### src/hw/rtl/sn64_pkg.sv
// ----------------------------------------------------------------------------
// sn64_pkg
// Shared types and constants for the stateless NAT64 header translator.
// ----------------------------------------------------------------------------
package sn64_pkg;

    localparam logic [31:0] ROUTER_RESET  = 32'h0a00_0001;
    localparam logic [31:0] PREFIX_RESET  = 32'h2001_0db8;

    localparam logic [15:0] HDR_BYTES     = 16'd20;
    localparam logic [15:0] MAX_PLEN      = 16'hffff - HDR_BYTES;
    localparam logic [15:0] VER_IHL_TOS   = 16'h4500;
    localparam logic [15:0] DF_FLAG       = 16'h4000;
    localparam logic [7:0]  PROTO_ICMPV6  = 8'd58;
    localparam logic [7:0]  PROTO_ICMP    = 8'd1;
    localparam logic [31:0] PTR_LAST      = 32'd39;

    // icmpv6 types
    localparam logic [7:0] ICMP6_DST_UNREACH  = 8'd1;
    localparam logic [7:0] ICMP6_PKT_TOO_BIG  = 8'd2;
    localparam logic [7:0] ICMP6_TIME_EXCEED  = 8'd3;
    localparam logic [7:0] ICMP6_PARAM_PROB   = 8'd4;
    localparam logic [7:0] ICMP6_ECHO_REQ     = 8'd128;
    localparam logic [7:0] ICMP6_ECHO_REP     = 8'd129;

    // icmpv4 types
    localparam logic [7:0] ICMP4_ECHO_REP     = 8'd0;
    localparam logic [7:0] ICMP4_DST_UNREACH  = 8'd3;
    localparam logic [7:0] ICMP4_ECHO_REQ     = 8'd8;
    localparam logic [7:0] ICMP4_TIME_EXCEED  = 8'd11;
    localparam logic [7:0] ICMP4_PARAM_PROB   = 8'd12;

    typedef enum logic [1:0] {
        VERDICT_OK       = 2'd0,
        VERDICT_MISMATCH = 2'd1,
        VERDICT_ICMP_BAD = 2'd2,
        VERDICT_LEN_OVF  = 2'd3
    } verdict_t;

    typedef enum logic [0:0] {
        REG_ROUTER_IPV4 = 1'b0,
        REG_NAT_PREFIX  = 1'b1
    } cfg_reg_t;

    typedef struct packed {
        logic [31:0] dst_prefix_word;
        logic [31:0] dst_ipv4;
        logic [7:0]  next_header;
        logic [7:0]  hlim;
        logic [15:0] payload_length;
        logic [7:0]  icmpv6_type;
        logic [7:0]  icmpv6_code;
        logic [31:0] icmp6_rest;
    } hdr_t;

    typedef struct packed {
        verdict_t    verdict;
        logic        icmp;
        logic [15:0] total_length;
        logic [7:0]  protocol;
        logic [7:0]  ttl;
        logic [31:0] destination;
        logic [7:0]  icmp_type;
        logic [7:0]  icmp_code;
        logic [31:0] icmp_rest;
    } hdr_dec_t;

    typedef struct packed {
        hdr_dec_t    dec;
        logic [18:0] ip_acc;
        logic [17:0] icmp_acc;
    } hdr_sum_t;

    typedef struct packed {
        verdict_t    verdict;
        logic [15:0] ipv4_total_length;
        logic [7:0]  ipv4_protocol;
        logic [7:0]  ipv4_ttl;
        logic [31:0] ipv4_destination;
        logic [15:0] ipv4_header_checksum;
        logic [7:0]  icmp_type;
        logic [7:0]  icmp_code;
        logic [31:0] icmp_rest;
        logic [15:0] icmp_checksum;
    } res_t;

endpackage

### src/hw/rtl/sn64_if.sv
// ----------------------------------------------------------------------------
// sn64 channel interfaces
// Valid/ready channels for header requests and translation results.
// ----------------------------------------------------------------------------
interface sn64_hdr_if;
    logic        valid;
    logic        ready;
    logic [31:0] dst_prefix_word;
    logic [31:0] dst_ipv4;
    logic [7:0]  next_header;
    logic [7:0]  hlim;
    logic [15:0] payload_length;
    logic [7:0]  icmpv6_type;
    logic [7:0]  icmpv6_code;
    logic [31:0] icmp6_rest;

    modport source (
        output valid, dst_prefix_word, dst_ipv4, next_header, hlim,
               payload_length, icmpv6_type, icmpv6_code, icmp6_rest,
        input  ready
    );
    modport sink (
        input  valid, dst_prefix_word, dst_ipv4, next_header, hlim,
               payload_length, icmpv6_type, icmpv6_code, icmp6_rest,
        output ready
    );
endinterface

interface sn64_res_if;
    logic        valid;
    logic        ready;
    logic [1:0]  verdict;
    logic [15:0] ipv4_total_length;
    logic [7:0]  ipv4_protocol;
    logic [7:0]  ipv4_ttl;
    logic [31:0] ipv4_destination;
    logic [15:0] ipv4_header_checksum;
    logic [7:0]  icmp_type;
    logic [7:0]  icmp_code;
    logic [31:0] icmp_rest;
    logic [15:0] icmp_checksum;

    modport source (
        output valid, verdict, ipv4_total_length, ipv4_protocol, ipv4_ttl,
               ipv4_destination, ipv4_header_checksum, icmp_type, icmp_code,
               icmp_rest, icmp_checksum,
        input  ready
    );
    modport sink (
        input  valid, verdict, ipv4_total_length, ipv4_protocol, ipv4_ttl,
               ipv4_destination, ipv4_header_checksum, icmp_type, icmp_code,
               icmp_rest, icmp_checksum,
        output ready
    );
endinterface

### src/hw/rtl/sn64_cfg.sv
// ----------------------------------------------------------------------------
// sn64_cfg
// APB register file holding the router address and the NAT64 prefix word.
// ----------------------------------------------------------------------------
module sn64_cfg (
    input  logic        clk,
    input  logic        rst_n,
    input  logic        psel,
    input  logic        penable,
    input  logic        pwrite,
    input  logic [2:0]  paddr,
    input  logic [31:0] pwdata,
    output logic [31:0] prdata,
    output logic        pready,
    output logic [31:0] router_ipv4,
    output logic [31:0] nat_prefix
);
    import sn64_pkg::*;

    logic [31:0] router_ipv4_reg;
    logic [31:0] nat_prefix_reg;
    logic        wr_en;
    cfg_reg_t    sel;

    assign pready = 1'b1;
    assign wr_en  = psel && penable && pwrite && pready;
    assign sel    = cfg_reg_t'(paddr[2]);

    always_ff @(posedge clk or negedge rst_n)
    begin
        if (!rst_n)
        begin
            router_ipv4_reg <= ROUTER_RESET;
            nat_prefix_reg  <= PREFIX_RESET;
        end
        else if (wr_en)
        begin
            unique case (sel)
                REG_ROUTER_IPV4: router_ipv4_reg <= pwdata;
                REG_NAT_PREFIX:  nat_prefix_reg  <= pwdata;
                default:         router_ipv4_reg <= router_ipv4_reg;
            endcase
        end
    end

    always_comb
    begin
        unique case (sel)
            REG_ROUTER_IPV4: prdata = router_ipv4_reg;
            REG_NAT_PREFIX:  prdata = nat_prefix_reg;
            default:         prdata = '0;
        endcase
    end

    assign router_ipv4 = router_ipv4_reg;
    assign nat_prefix  = nat_prefix_reg;

endmodule

### src/hw/rtl/sn64_decode.sv
// ----------------------------------------------------------------------------
// sn64_decode
// Stage 1: prefix match, length check and ICMPv6 to ICMPv4 mapping.
// ----------------------------------------------------------------------------
module sn64_decode (
    input  logic                clk,
    input  logic                rst_n,
    input  logic [31:0]         nat_prefix,
    input  logic                in_valid,
    output logic                in_ready,
    input  sn64_pkg::hdr_t      in_data,
    output logic                out_valid,
    input  logic                out_ready,
    output sn64_pkg::hdr_dec_t  out_data
);
    import sn64_pkg::*;

    logic        valid_reg;
    hdr_dec_t    data_reg;
    hdr_dec_t    data_next;
    logic [7:0]  t4;
    logic [7:0]  c4;
    logic [31:0] r4;
    logic        map_ok;
    logic [7:0]  ptr;
    logic [31:0] mtu;
    logic        is_icmp;
    logic        mismatch;
    logic        len_ovf;

    assign in_ready = !valid_reg || out_ready;

    // icmp type/code/rest mapping
    always_comb
    begin
        t4     = '0;
        c4     = '0;
        r4     = '0;
        map_ok = 1'b1;
        ptr    = '0;
        mtu    = in_data.icmp6_rest - 32'(HDR_BYTES);
        unique case (in_data.icmpv6_type)
            ICMP6_ECHO_REQ:
            begin
                t4 = ICMP4_ECHO_REQ;
                r4 = in_data.icmp6_rest;
            end
            ICMP6_ECHO_REP:
            begin
                t4 = ICMP4_ECHO_REP;
                r4 = in_data.icmp6_rest;
            end
            ICMP6_DST_UNREACH:
            begin
                t4 = ICMP4_DST_UNREACH;
                unique case (in_data.icmpv6_code)
                    8'd0, 8'd2, 8'd3: c4 = 8'd1;
                    8'd1:             c4 = 8'd10;
                    8'd4:             c4 = 8'd3;
                    default:          map_ok = 1'b0;
                endcase
            end
            ICMP6_PKT_TOO_BIG:
            begin
                t4     = ICMP4_DST_UNREACH;
                c4     = 8'd4;
                map_ok = (in_data.icmp6_rest >= 32'(HDR_BYTES))
                      && (in_data.icmp6_rest <= 32'hffff + 32'(HDR_BYTES));
                r4     = {16'd0, mtu[15:0]};
            end
            ICMP6_TIME_EXCEED:
            begin
                t4 = ICMP4_TIME_EXCEED;
                c4 = in_data.icmpv6_code;
            end
            ICMP6_PARAM_PROB:
            begin
                if (in_data.icmpv6_code == 8'd0)
                begin
                    t4 = ICMP4_PARAM_PROB;
                    // ipv6 header offset to ipv4 header offset
                    priority if (in_data.icmp6_rest <= 32'd1)
                        ptr = in_data.icmp6_rest[7:0];
                    else if (in_data.icmp6_rest == 32'd4 || in_data.icmp6_rest == 32'd5)
                        ptr = 8'd2;
                    else if (in_data.icmp6_rest == 32'd6)
                        ptr = 8'd9;
                    else if (in_data.icmp6_rest == 32'd7)
                        ptr = 8'd8;
                    else if (in_data.icmp6_rest >= 32'd8 && in_data.icmp6_rest <= 32'd23)
                        ptr = 8'd12;
                    else if (in_data.icmp6_rest >= 32'd24 && in_data.icmp6_rest <= PTR_LAST)
                        ptr = 8'd16;
                    else
                        map_ok = 1'b0;
                    r4 = {ptr, 24'd0};
                end
                else if (in_data.icmpv6_code == 8'd1)
                begin
                    t4 = ICMP4_DST_UNREACH;
                    c4 = 8'd2;
                end
                else
                begin
                    map_ok = 1'b0;
                end
            end
            default: map_ok = 1'b0;
        endcase
    end

    always_comb
    begin
        is_icmp  = (in_data.next_header == PROTO_ICMPV6);
        mismatch = (in_data.dst_prefix_word != nat_prefix);
        len_ovf  = (in_data.payload_length > MAX_PLEN);
        data_next = '0;
        priority if (mismatch)
            data_next.verdict = VERDICT_MISMATCH;
        else if (len_ovf)
            data_next.verdict = VERDICT_LEN_OVF;
        else if (is_icmp && !map_ok)
            data_next.verdict = VERDICT_ICMP_BAD;
        else
        begin
            data_next.verdict      = VERDICT_OK;
            data_next.icmp         = is_icmp;
            data_next.total_length = in_data.payload_length + HDR_BYTES;
            data_next.protocol     = is_icmp ? PROTO_ICMP : in_data.next_header;
            data_next.ttl          = in_data.hlim;
            data_next.destination  = in_data.dst_ipv4;
            if (is_icmp)
            begin
                data_next.icmp_type = t4;
                data_next.icmp_code = c4;
                data_next.icmp_rest = r4;
            end
        end
    end

    always_ff @(posedge clk or negedge rst_n)
    begin
        if (!rst_n)
            valid_reg <= 1'b0;
        else if (in_ready)
            valid_reg <= in_valid;
    end

    always_ff @(posedge clk)
    begin
        if (in_ready && in_valid)
            data_reg <= data_next;
    end

    assign out_valid = valid_reg;
    assign out_data  = data_reg;

endmodule

### src/hw/rtl/sn64_sum.sv
// ----------------------------------------------------------------------------
// sn64_sum
// Stage 2: unfolded 16-bit word sums for the IPv4 and ICMPv4 checksums.
// ----------------------------------------------------------------------------
module sn64_sum (
    input  logic                clk,
    input  logic                rst_n,
    input  logic [31:0]         router_ipv4,
    input  logic                in_valid,
    output logic                in_ready,
    input  sn64_pkg::hdr_dec_t  in_data,
    output logic                out_valid,
    input  logic                out_ready,
    output sn64_pkg::hdr_sum_t  out_data
);
    import sn64_pkg::*;

    logic     valid_reg;
    hdr_sum_t data_reg;
    hdr_sum_t data_next;

    assign in_ready = !valid_reg || out_ready;

    always_comb
    begin
        data_next.dec    = in_data;
        data_next.ip_acc = 19'(VER_IHL_TOS) + 19'(in_data.total_length) + 19'(DF_FLAG)
                         + 19'({in_data.ttl, in_data.protocol})
                         + 19'(router_ipv4[31:16]) + 19'(router_ipv4[15:0])
                         + 19'(in_data.destination[31:16])
                         + 19'(in_data.destination[15:0]);
        data_next.icmp_acc = 18'({in_data.icmp_type, in_data.icmp_code})
                           + 18'(in_data.icmp_rest[31:16])
                           + 18'(in_data.icmp_rest[15:0]);
    end

    always_ff @(posedge clk or negedge rst_n)
    begin
        if (!rst_n)
            valid_reg <= 1'b0;
        else if (in_ready)
            valid_reg <= in_valid;
    end

    always_ff @(posedge clk)
    begin
        if (in_ready && in_valid)
            data_reg <= data_next;
    end

    assign out_valid = valid_reg;
    assign out_data  = data_reg;

endmodule

### src/hw/rtl/sn64_fold.sv
// ----------------------------------------------------------------------------
// sn64_fold
// Stage 3: end-around carry fold, complement and result register.
// ----------------------------------------------------------------------------
module sn64_fold (
    input  logic                clk,
    input  logic                rst_n,
    input  logic                in_valid,
    output logic                in_ready,
    input  sn64_pkg::hdr_sum_t  in_data,
    output logic                out_valid,
    input  logic                out_ready,
    output sn64_pkg::res_t      out_data
);
    import sn64_pkg::*;

    logic        valid_reg;
    res_t        data_reg;
    res_t        data_next;
    logic [16:0] ip_s1;
    logic [16:0] ip_s2;
    logic [16:0] ic_s1;
    logic [16:0] ic_s2;
    logic        ok;

    assign in_ready = !valid_reg || out_ready;

    always_comb
    begin
        ip_s1 = 17'(in_data.ip_acc[18:16]) + 17'(in_data.ip_acc[15:0]);
        ip_s2 = ip_s1 + 17'(ip_s1[16]);
        ic_s1 = 17'(in_data.icmp_acc[17:16]) + 17'(in_data.icmp_acc[15:0]);
        ic_s2 = ic_s1 + 17'(ic_s1[16]);
        ok    = (in_data.dec.verdict == VERDICT_OK);

        data_next.verdict              = in_data.dec.verdict;
        data_next.ipv4_total_length    = in_data.dec.total_length;
        data_next.ipv4_protocol        = in_data.dec.protocol;
        data_next.ipv4_ttl             = in_data.dec.ttl;
        data_next.ipv4_destination     = in_data.dec.destination;
        data_next.ipv4_header_checksum = ok ? ~ip_s2[15:0] : 16'd0;
        data_next.icmp_type            = in_data.dec.icmp_type;
        data_next.icmp_code            = in_data.dec.icmp_code;
        data_next.icmp_rest            = in_data.dec.icmp_rest;
        data_next.icmp_checksum        = (ok && in_data.dec.icmp) ? ~ic_s2[15:0] : 16'd0;
    end

    always_ff @(posedge clk or negedge rst_n)
    begin
        if (!rst_n)
            valid_reg <= 1'b0;
        else if (in_ready)
            valid_reg <= in_valid;
    end

    always_ff @(posedge clk)
    begin
        if (in_ready && in_valid)
            data_reg <= data_next;
    end

    assign out_valid = valid_reg;
    assign out_data  = data_reg;

endmodule

### src/hw/rtl/stateless_nat64_header_translate.sv
// ----------------------------------------------------------------------------
// stateless_nat64_header_translate
// IPv6 to IPv4 stateless header translation with ICMP mapping and checksums.
// ----------------------------------------------------------------------------
// One header request is taken every clock cycle while hdr.ready is high, and
// each produces exactly one result. There are three register stages: decode
// (prefix match, length check, ICMP mapping), sum (checksum word sums) and
// fold (carry fold and complement, which also is the output register).
// Every stage has its own valid bit and takes a new request whenever it is
// empty or its result moves on, so a stall at the result side only fills the
// pipeline. The router address and prefix registers are written over APB at
// byte addresses 0 and 4 and must only be changed while the pipeline is empty.
module stateless_nat64_header_translate (
    input  logic        clk,
    input  logic        rst_n,
    input  logic        psel,
    input  logic        penable,
    input  logic        pwrite,
    input  logic [2:0]  paddr,
    input  logic [31:0] pwdata,
    output logic [31:0] prdata,
    output logic        pready,
    sn64_hdr_if.sink    hdr,
    sn64_res_if.source  res
);
    import sn64_pkg::*;

    logic [31:0] router_ipv4;
    logic [31:0] nat_prefix;
    hdr_t        hdr_data;
    logic        dec_valid;
    logic        dec_ready;
    hdr_dec_t    dec_data;
    logic        sum_valid;
    logic        sum_ready;
    hdr_sum_t    sum_data;
    res_t        res_data;

    sn64_cfg u_cfg (
        .clk         (clk),
        .rst_n       (rst_n),
        .psel        (psel),
        .penable     (penable),
        .pwrite      (pwrite),
        .paddr       (paddr),
        .pwdata      (pwdata),
        .prdata      (prdata),
        .pready      (pready),
        .router_ipv4 (router_ipv4),
        .nat_prefix  (nat_prefix)
    );

    always_comb
    begin
        hdr_data.dst_prefix_word = hdr.dst_prefix_word;
        hdr_data.dst_ipv4        = hdr.dst_ipv4;
        hdr_data.next_header     = hdr.next_header;
        hdr_data.hlim            = hdr.hlim;
        hdr_data.payload_length  = hdr.payload_length;
        hdr_data.icmpv6_type     = hdr.icmpv6_type;
        hdr_data.icmpv6_code     = hdr.icmpv6_code;
        hdr_data.icmp6_rest      = hdr.icmp6_rest;
    end

    sn64_decode u_decode (
        .clk        (clk),
        .rst_n      (rst_n),
        .nat_prefix (nat_prefix),
        .in_valid   (hdr.valid),
        .in_ready   (hdr.ready),
        .in_data    (hdr_data),
        .out_valid  (dec_valid),
        .out_ready  (dec_ready),
        .out_data   (dec_data)
    );

    sn64_sum u_sum (
        .clk         (clk),
        .rst_n       (rst_n),
        .router_ipv4 (router_ipv4),
        .in_valid    (dec_valid),
        .in_ready    (dec_ready),
        .in_data     (dec_data),
        .out_valid   (sum_valid),
        .out_ready   (sum_ready),
        .out_data    (sum_data)
    );

    sn64_fold u_fold (
        .clk       (clk),
        .rst_n     (rst_n),
        .in_valid  (sum_valid),
        .in_ready  (sum_ready),
        .in_data   (sum_data),
        .out_valid (res.valid),
        .out_ready (res.ready),
        .out_data  (res_data)
    );

    always_comb
    begin
        res.verdict              = res_data.verdict;
        res.ipv4_total_length    = res_data.ipv4_total_length;
        res.ipv4_protocol        = res_data.ipv4_protocol;
        res.ipv4_ttl             = res_data.ipv4_ttl;
        res.ipv4_destination     = res_data.ipv4_destination;
        res.ipv4_header_checksum = res_data.ipv4_header_checksum;
        res.icmp_type            = res_data.icmp_type;
        res.icmp_code            = res_data.icmp_code;
        res.icmp_rest            = res_data.icmp_rest;
        res.icmp_checksum        = res_data.icmp_checksum;
    end

endmodule
### src/flat_wrapper.sv
// flat-port wrapper written by rule: the top's interface ports become plain ports
module stateless_nat64_header_translate_flat import sn64_pkg::*;
  (clk, rst_n, psel, penable, pwrite, paddr, pwdata, prdata, pready, hdr_valid, hdr_dst_prefix_word, hdr_dst_ipv4, hdr_next_header, hdr_hlim, hdr_payload_length, hdr_icmpv6_type, hdr_icmpv6_code, hdr_icmp6_rest, hdr_ready, res_valid, res_verdict, res_ipv4_total_length, res_ipv4_protocol, res_ipv4_ttl, res_ipv4_destination, res_ipv4_header_checksum, res_icmp_type, res_icmp_code, res_icmp_rest, res_icmp_checksum, res_ready);
  sn64_hdr_if hdr_i ();
  sn64_res_if res_i ();
  input  logic clk;
  input  logic rst_n;
  input  logic psel;
  input  logic penable;
  input  logic pwrite;
  input  logic [2:0] paddr;
  input  logic [31:0] pwdata;
  output logic [31:0] prdata;
  output logic pready;
  input wire logic [$bits(hdr_i.valid)-1:0] hdr_valid;
  input wire logic [$bits(hdr_i.dst_prefix_word)-1:0] hdr_dst_prefix_word;
  input wire logic [$bits(hdr_i.dst_ipv4)-1:0] hdr_dst_ipv4;
  input wire logic [$bits(hdr_i.next_header)-1:0] hdr_next_header;
  input wire logic [$bits(hdr_i.hlim)-1:0] hdr_hlim;
  input wire logic [$bits(hdr_i.payload_length)-1:0] hdr_payload_length;
  input wire logic [$bits(hdr_i.icmpv6_type)-1:0] hdr_icmpv6_type;
  input wire logic [$bits(hdr_i.icmpv6_code)-1:0] hdr_icmpv6_code;
  input wire logic [$bits(hdr_i.icmp6_rest)-1:0] hdr_icmp6_rest;
  output wire logic [$bits(hdr_i.ready)-1:0] hdr_ready;
  output wire logic [$bits(res_i.valid)-1:0] res_valid;
  output wire logic [$bits(res_i.verdict)-1:0] res_verdict;
  output wire logic [$bits(res_i.ipv4_total_length)-1:0] res_ipv4_total_length;
  output wire logic [$bits(res_i.ipv4_protocol)-1:0] res_ipv4_protocol;
  output wire logic [$bits(res_i.ipv4_ttl)-1:0] res_ipv4_ttl;
  output wire logic [$bits(res_i.ipv4_destination)-1:0] res_ipv4_destination;
  output wire logic [$bits(res_i.ipv4_header_checksum)-1:0] res_ipv4_header_checksum;
  output wire logic [$bits(res_i.icmp_type)-1:0] res_icmp_type;
  output wire logic [$bits(res_i.icmp_code)-1:0] res_icmp_code;
  output wire logic [$bits(res_i.icmp_rest)-1:0] res_icmp_rest;
  output wire logic [$bits(res_i.icmp_checksum)-1:0] res_icmp_checksum;
  input wire logic [$bits(res_i.ready)-1:0] res_ready;
  assign hdr_i.valid = hdr_valid;
  assign hdr_i.dst_prefix_word = hdr_dst_prefix_word;
  assign hdr_i.dst_ipv4 = hdr_dst_ipv4;
  assign hdr_i.next_header = hdr_next_header;
  assign hdr_i.hlim = hdr_hlim;
  assign hdr_i.payload_length = hdr_payload_length;
  assign hdr_i.icmpv6_type = hdr_icmpv6_type;
  assign hdr_i.icmpv6_code = hdr_icmpv6_code;
  assign hdr_i.icmp6_rest = hdr_icmp6_rest;
  assign hdr_ready = hdr_i.ready;
  assign res_valid = res_i.valid;
  assign res_verdict = res_i.verdict;
  assign res_ipv4_total_length = res_i.ipv4_total_length;
  assign res_ipv4_protocol = res_i.ipv4_protocol;
  assign res_ipv4_ttl = res_i.ipv4_ttl;
  assign res_ipv4_destination = res_i.ipv4_destination;
  assign res_ipv4_header_checksum = res_i.ipv4_header_checksum;
  assign res_icmp_type = res_i.icmp_type;
  assign res_icmp_code = res_i.icmp_code;
  assign res_icmp_rest = res_i.icmp_rest;
  assign res_icmp_checksum = res_i.icmp_checksum;
  assign res_i.ready = res_ready;
  stateless_nat64_header_translate u_core (.clk(clk), .rst_n(rst_n), .psel(psel), .penable(penable), .pwrite(pwrite), .paddr(paddr), .pwdata(pwdata), .prdata(prdata), .pready(pready), .hdr(hdr_i), .res(res_i));
endmodule
### config.mk
export PLATFORM = sky130hd
export DESIGN_NAME = stateless_nat64_header_translate_flat
export DESIGN_NICKNAME = d
export VERILOG_FILES = /design/src/hw/rtl/sn64_pkg.sv /design/src/hw/rtl/sn64_if.sv /design/src/hw/rtl/sn64_cfg.sv /design/src/hw/rtl/sn64_decode.sv /design/src/hw/rtl/sn64_sum.sv /design/src/hw/rtl/sn64_fold.sv /design/src/hw/rtl/stateless_nat64_header_translate.sv /design/src/flat_wrapper.sv
export SDC_FILE = /design/constraint.sdc
export NUM_CORES = 1
export LEC_CHECK = 0
export BUFFER_PORTS_ARGS = -buffer_cell sky130_fd_sc_hd__clkbuf_2
export CORE_ASPECT_RATIO = 2
export CORE_MARGIN = 5
export CORE_UTILIZATION = 57
export DETAILED_ROUTE_END_ITERATION = 6
export PLACE_DENSITY = 0.81
export SLEW_MARGIN = 30
export SYNTH_ARGS = -nofsm -noshare
export SYNTH_HDL_FRONTEND = slang
export SYNTH_SLANG_ARGS = --single-unit
### constraint.sdc
create_clock -name clk -period 5.2 [get_ports clk]
set_input_delay 0.26 -clock clk [delete_from_list [all_inputs] [get_ports clk]]
set_output_delay 0.26 -clock clk [all_outputs]
set_load 0.02 [all_outputs]
==> results.md, run 1 <==
* Post-route setup TNS at 0 ns
* Most numerous cell on the critical path: fa_1
* CP max-delay cell: fa_1
* Area of the multi-input gates at 7890 µm²
* WS Path Type: register to register
* Clk_lat worst skew at 0.56 ns
* Mapped Area at 22100 µm²
* Clock skew at 0.0195 ns
* Reg-to-reg slack, setup at 0.43 ns
* Largest register FFs at 147
* Wire length per cell at 23.4 µm
* Post-CTS sizing at 0
* R2R Path End: u_core.u_sum.out_data[35]
* Dpl cell area at 24400 µm²
* Placeable Area at approximately 39000 µm²
* Vias at between 10000 and 15000
* Worst hold path endpoint: u_core.u_decode.out_data[71]
* H-Tree Depth at 2
* Max-cap viol count at 0
* Residual DRC at 0
* Global-route wire length before repair at 89400 µm
* Sw Share at 0.334
* Final setup violation count at 0
* Post-detail-place hpwl at approximately 46000 µm
* Family with the most delay on the worst path: adder cells
* Most used cells in the layout excluding fill and tap cells: edfxtp_1 (398), clkbuf_2 (358), nor2_1 (98)
* Gpl congestion at 0.958
* Synth Instances at 1540
* Overall Global Routing Usage at 0.278
* PD cells at roughly 460 nW/µm²
* Total congestion overflow at 0
* Outcome: finished clean
* I/O pin cnt at around 370
* NetSw at between 4 and 5 mW
* Least-Margin Pin Slew at just under 1 ns
* CTS buffer count at 41
* Clock root cell: clkbuf_16
* Fillers at 2715
* Setup WS post-layout at ~0.43 ns
* Final Cycle Share at 0.918
* Register area at 13600 µm²
* Clock share of power at 0.251
* Post-synthesis sequential area ratio at 0.619
* Initial antenna violation count at 1
* Die span in x at 149 µm
* Hold_buf cts at 70
* Final Max Slew Viols at 0
* Sequential share of power at 0.417
* Hold Path Stages at 2
* Worst hold slack at 0.0166 ns
* Peak VDD IR at about 0.38 mV
* Worst Setup Start Kind: register
* Unrepaired setup endpoints after global routing: false
* Vias in the first global route at about 16000
* CP max FO at 3
* Final wirelength at slightly below 60000 µm
* Endpoint type of the worst setup path: register
* Critical Path AT at 5.05 ns
* Synthesis-to-finish area growth at 19.9%
* Row count at 102
* Initial drt markers at around 840
* EDFF count, synth at 398
* Design area at 26500 µm²
* Fin. Hold Viols at 0
* Most common cell after layout, fill and taps aside: edfxtp_1
* Post-layout min period at 4.77 ns
* Critical path's largest stage delay at 0.59 ns
* Post-synthesis cell type count at 76
* YS warnings at 0
* Top FF cell, synth: edfxtp_1
* Largest net degree at the start of global routing at 80
* Number of post-CTS setup repair buffers at 0
* Yosys reg bits at between 400 and 500
* Layout Nets at about 2300
* Ys async rst share at 0.144
* Ratio of cells with drive above 1 in the final layout at 0.281
* Worst path bufs/invs at 2
* FMAX at roughly 210 MHz
* Pleak at 10.7 nW
* Chip height at 288 µm
* Reg2reg path depth at 13
* TritonCTS clock tree: built
* Clock transition at the registers of the reported paths at roughly 0.060 ns
* Comb pwr share at 0.331
* Launching point of the worst reg2reg path: u_core.u_decode.out_data[52]
* Avg Inst Size Synth at 14.3 µm²
* Initial core utilization at 0.572
* Max transition margin at 0.339
* I/O Buffers at between 300 and 400
* HP Start: hdr_dst_ipv4[23]
* Power Internal at 8.19 mW
* Final total power at 12.3 mW
* CTS Sinks at around 470
* Overall die area at 43000 µm²
* Hold Path Class: input port to register
* CTS Buffer Depth at 3
* Post-place setup slack at approximately 0.47 ns
* Critical Path RT at 5.48 ns
* Worst-path cell chain: fa_1 > inv_1 > fa_1 > fa_1 > inv_1 > ha_1 > fa_1 > a21o_1 > a21oi_1 > nand2b_1 > a211oi_1 > o31ai_1 > o211ai_1
* Final ANT Viol Nets at 0
* Via/cell ratio at about 5.7
* TritonRoute pass-1 iters at 5
[worst max path at each step]
| stage | startpoint | to | slack (ns) | cells past startpoint |
|---|---|---|---|---|
| after floorplan | u_core.u_fold.out_valid | u_core.u_sum.out_data[0] | 0.63 | 3 |
| after global placement | u_core.u_decode.out_data[52] | u_core.u_sum.out_data[35] | 0.58 | 13 |
| after detailed placement | u_core.u_decode.out_data[52] | u_core.u_sum.out_data[35] | 0.47 | 13 |
| after CTS | u_core.u_decode.out_data[52] | u_core.u_sum.out_data[35] | 0.43 | 13 |
| after global routing | u_core.u_decode.out_data[52] | u_core.u_sum.out_data[35] | 0.32 | 13 |
| final | u_core.u_decode.out_data[52] | u_core.u_sum.out_data[35] | 0.43 | 13 |
[synth_stat cells, types with 16 or more instances]
cell / count / area, µm²
inv_1: 74 / 278
nand4_1: 20 / 125
fa_1: 79 / 1580
clkbuf_1: 27 / 101
xor2_1: 52 / 455
nor2_1: 98 / 368
o21ai_0: 34 / 170
nor3_1: 46 / 230
nor4_1: 23 / 144
a21oi_1: 54 / 270
nand3_1: 26 / 130
and4_1: 17 / 149
ha_1: 64 / 801
dfrtp_1: 55 / 1380
and2_1: 53 / 332
nand2_1: 59 / 221
and3_1: 16 / 100
xnor2_1: 45 / 394
mux2_2: 94 / 1060
edfxtp_1: 398 / 12000
[routing by layer]
| layer | vias up | GRT usage | wire length [µm] |
|---|---|---|---|
| met5 | - | 0 | 0 |
| met4 | 0 | 0.152 | 3740 |
| met3 | 179 | 0.0410 | 3040 |
| met2 | 588 | 0.550 | 34400 |
| met1 | 7118 | 0.269 | 18000 |
| li1 | 6550 | - | - |
[cells by family after synthesis]
logic type      after synthesis  synth area share
other cells                   2          0.000341
fa+ha+maj                   143             0.108
buf+inv                     125            0.0250
flops                       465             0.619
mux                          96            0.0489
simple gates                429             0.105
compound gates              183            0.0557
xor+xnor                     97            0.0385
[metrics by stage]
| step | utilization | cells |
|---|---|---|
| floorplan | - | 1543 |
| global placement | 0.632 | 2385 |
| detailed placement | 0.632 | 2385 |
| CTS | 0.686 | 2530 |
| global route | 0.686 | 2532 |
| finish | 0.686 | 2532 |
[power by group through the flow]
stage | clock, mW | combinational [mW] | sequential, mW
after floorplan | 0 | 2.73 | 5.22
after global placement | 0 | 3.87 | 5.18
after detailed placement | 0 | 3.97 | 5.21
after CTS | 3.15 | 4.05 | 5.13
after global routing | 3.30 | 4.48 | 5.18
final | 3.09 | 4.07 | 5.13
[final cells by class]
class | count | area share
sequential | 465 | 0.516
multi-input combinational | 953 | 0.298
timing repair buffer | 444 | 0.0994
clock buffer | 49 | 0.0419
tap | 520 | 0.0246
inverter | 74 | 0.0105
clock inverter | 26 | 0.00965
antenna | 1 | 0.0000946
Note: power is estimated with default switching activity, not from simulation.
==> inputs of run 2 (changes only) <==
Settings changed: ABC_AREA set to 1, PLACE_DENSITY 0.81 to 0.8.
==> run 2 against run 1 <==
  * Final area is 2.1% higher
  * Clock power is 5% lower
  * Via count is 9.3% higher
  * Clock skew is 0.0059 ns lower
  * Fmax is 11% higher
  * Cell count is 18% higher
  * Critical path depth is 2 higher
  * Area after synthesis is 4.7% higher
  * Synthesized cell count is 31% higher
  * Worst hold slack better by 0.014 ns
  * Routed wire length is 6.0% lower
  * Combinational power is 8.1% higher
==> results.md, run 2 <==
* Outcome: finished clean
* CP max-delay cell: fa_1
* Global-route wire length before repair at between 80000 and 90000 µm
* CTS Sinks at 465
* PD cells at 477 nW/µm²
* Adder-cell share of the synthesized area at 0.103
* Final Max Slew Viols at 0
* Reg2reg path depth at 15
* Placeable Area at 40200 µm²
* Critical path's largest stage delay at ~0.65 ns
* Final total power at 12.9 mW
* Hold Path Stages at 3
* Critical Path RT at 5.47 ns
* Dpl cell area at 25400 µm²
* Wire length per cell at 18.7 µm
* Final Cycle Share at 0.828
* CTS Buffer Depth at 3
* Unrepaired setup endpoints after global routing: false
* WS Path Type: register to register
* XOR/XNOR Fraction of Synth Area at 0.0298
* Most common cell after layout, fill and taps aside: edfxtp_1
* Launching point of the worst reg2reg path: u_core.u_decode.out_data[99]
* Placed Cells at 2875
* Initial core utilization at 0.574
* Die span in x at 152 µm
* Least-Margin Pin Slew at 0.862 ns
* Initial antenna violation count at 0
* Total congestion overflow at 0
* Largest net degree at the start of global routing at 142
* Clock share of power at 0.228
* Final setup violation count at 0
* Most numerous cell on the critical path: fa_1
* Post-CTS sizing at 0
* NetSw at between 4 and 5 mW
* Clock transition at the registers of the reported paths at ~0.07 ns
* Area share of the largest cell type after synthesis at 0.517
* Hold_buf cts at 33
* H-Tree Depth at 2
* Final wirelength at 55600 µm
* Post-detail-place hpwl at between 40000 and 50000 µm
* Pleak at between 10 and 15 nW
* Clk_lat worst skew at 0.54 ns
* Sequential share of power at 0.430
* CP max FO at 3
* CTS buffer count at 40
* Max transition margin at 0.425
* YS warnings at 0
* Worst-path cell chain: fa_1 > fa_1 > fa_1 > ha_1 > ha_1 > fa_1 > nand3_1 > nand2_1 > nand2_1 > o211ai_1 > nand2_1 > nand3b_1 > nand3_1 > o21ai_0 > xor2_1
* Mapped Area at 23100 µm²
* EDFF count, synth at approximately 400
* Synth Instances at just over 2000
* Reg-to-reg slack, setup at roughly 0.89 ns
* Vias in the first global route at 16300
* Overall Global Routing Usage at 0.248
* FMAX at approximately 230 MHz
* Initial drt markers at 1161
* Gpl congestion at 0.905
* Most numerous cell in the Yosys netlist: edfxtp_1
* Final ANT Viol Nets at 0
* Vias at 15800
* Synth area leaders: edfxtp_1 (52%), fa_1 (6.8%), nand2_1 (6.1%)
* TritonCTS clock tree: built
* Post-synthesis sequential area ratio at 0.591
* Clock skew at between 0.01 and 0.015 ns
* Power Internal at 8.33 mW
* R2R Path End: u_core.u_sum.out_data[35]
* Critical Path AT at 4.58 ns
* Hold Path Class: input port to register
* Residual DRC at 0
* Post-layout min period at 4.31 ns
* Simple-Gate Fraction of Synth Area at 0.168
* Max-cap viol count at 0
* Top FF cell, synth: edfxtp_1
* # diodes at 0
* Design area at about 27000 µm²
* Fin. Hold Viols at 0
* Largest family of logic cells by synthesized area: simple AND/OR/NAND/NOR gates
* Clock root cell: clkbuf_16
* I/O pin cnt at 367
* TritonRoute pass-1 iters at 7
* Synthesis-to-finish area growth at 17.0%
* Row count at 104
* Most used cells in the layout excluding fill and tap cells: edfxtp_1 (398), nand2_1 (372), clkbuf_2 (358)
* Layout Nets at 2749
* Multiplexer area fraction after synthesis at 0
* Worst Setup Start Kind: register
* Overall die area at 44900 µm²
* Via/cell ratio at 5.30
* Avg Inst Size Synth at ~11 µm²
* Chip height at approximately 290 µm
* Compound-Gate Fraction of Synth Area at 0.0493
* Fin cells at 2976
* Sw Share at 0.353
* Post-synthesis cell type count at 57
* Largest area contributor in the netlist: edfxtp_1
* Ratio of cells with drive above 1 in the final layout at 0.245
* Post-route setup TNS at 0 ns
* Number of post-CTS setup repair buffers at 0
* Yosys reg bits at 465
* HP Start: hdr_dst_ipv4[10]
* Worst hold slack at between 0.03 and 0.04 ns
* Ys async rst share at 0.144
* Largest register FFs at approximately 150
* Comb pwr share at 0.342
* I/O Buffers at 359
* Endpoint type of the worst setup path: register
* Worst hold path endpoint: u_core.u_decode.out_data[58]
* Peak VDD IR at approximately 0.34 mV
* Synth top cells by count: edfxtp_1 (398), nand2_1 (374), inv_1 (271), nor2_1 (136), o21ai_0 (114)
[run 2: cell count changes in the layout (fill, tap and decap cells not counted), moves of 50 or more]
cell,before,now
mux2_2,94,0
nand3_1,26,76
inv_1,74,269
o21ai_0,34,114
nand2_1,59,372
[run 2: worst max path at each step]
stage,start,end,cells after the start
6_report,u_core.u_decode.out_data[99],u_core.u_sum.out_data[35],15
5_1_grt,u_core.u_decode.out_data[55],u_core.u_sum.out_data[35],16
4_1_cts,u_core.u_decode.out_data[99],u_core.u_sum.out_data[35],15
3_5_place_dp,u_core.u_decode.out_data[99],u_core.u_sum.out_data[35],15
3_3_place_gp,u_core.u_decode.out_data[55],u_core.u_sum.out_data[35],16
2_1_floorplan,res_ready,u_core.u_fold.out_data[0],2
[run 2: per-stage QoR]
stage / setup slack [ns] / util
after detailed placement: 0.950 / 0.632
after floorplan: 0.332 / -
after CTS: 0.916 / 0.672
after global placement: 0.948 / 0.632
final: 0.892 / 0.672
after global routing: 0.719 / 0.672
[run 2: worst max-delay path: cells and delay by family (launching register included)]
| kind | cells | cell delay, ns |
|---|---|---|
| compound gates | 2 | 0.25 |
| xor+xnor | 1 | 0.16 |
| fa+ha+maj | 6 | 2.58 |
| flops | 1 | 0.42 |
| simple gates | 6 | 0.64 |
[run 2: cell families after synthesis]
group	count (synthesis)
other	2
AND/OR/NAND/NOR	787
flip-flops	465
XOR/XNOR	73
buffers and inverters	331
AO/OA/AOI/OAI	214
adder cells (fa/ha/maj)	143
[run 2: power groups by stage]
stage | Combinational, mW | Clock (mW) | Sequential, mW
after floorplan | 2.80 | 0 | 5.81
after detailed placement | 4.35 | 0 | 5.62
final | 4.40 | 2.93 | 5.54
after CTS | 4.42 | 2.98 | 5.54
after global placement | 4.24 | 0 | 5.58
after global routing | 4.88 | 3.14 | 5.61
[run 2: cell type report]
cell class	count	area [µm²]
fill	2904	13200
clock inverter	18	191
timing repair buffer	400	2220
multi-input combinational	1222	8130
inverter	291	1100
tap	530	663
clock buffer	50	1070
sequential	465	13600
[run 2: layer usage]
metal  up-vias  part of all wire  global-route usage  wire length [µm]
li1       7480                 -                   -                 -
met1      7551              0.38               0.311             21100
met2       643              0.52               0.443             29100
met3       106             0.065              0.0381              3610
met4         0             0.032              0.0838              1780
met5         -                 0                   0                 0
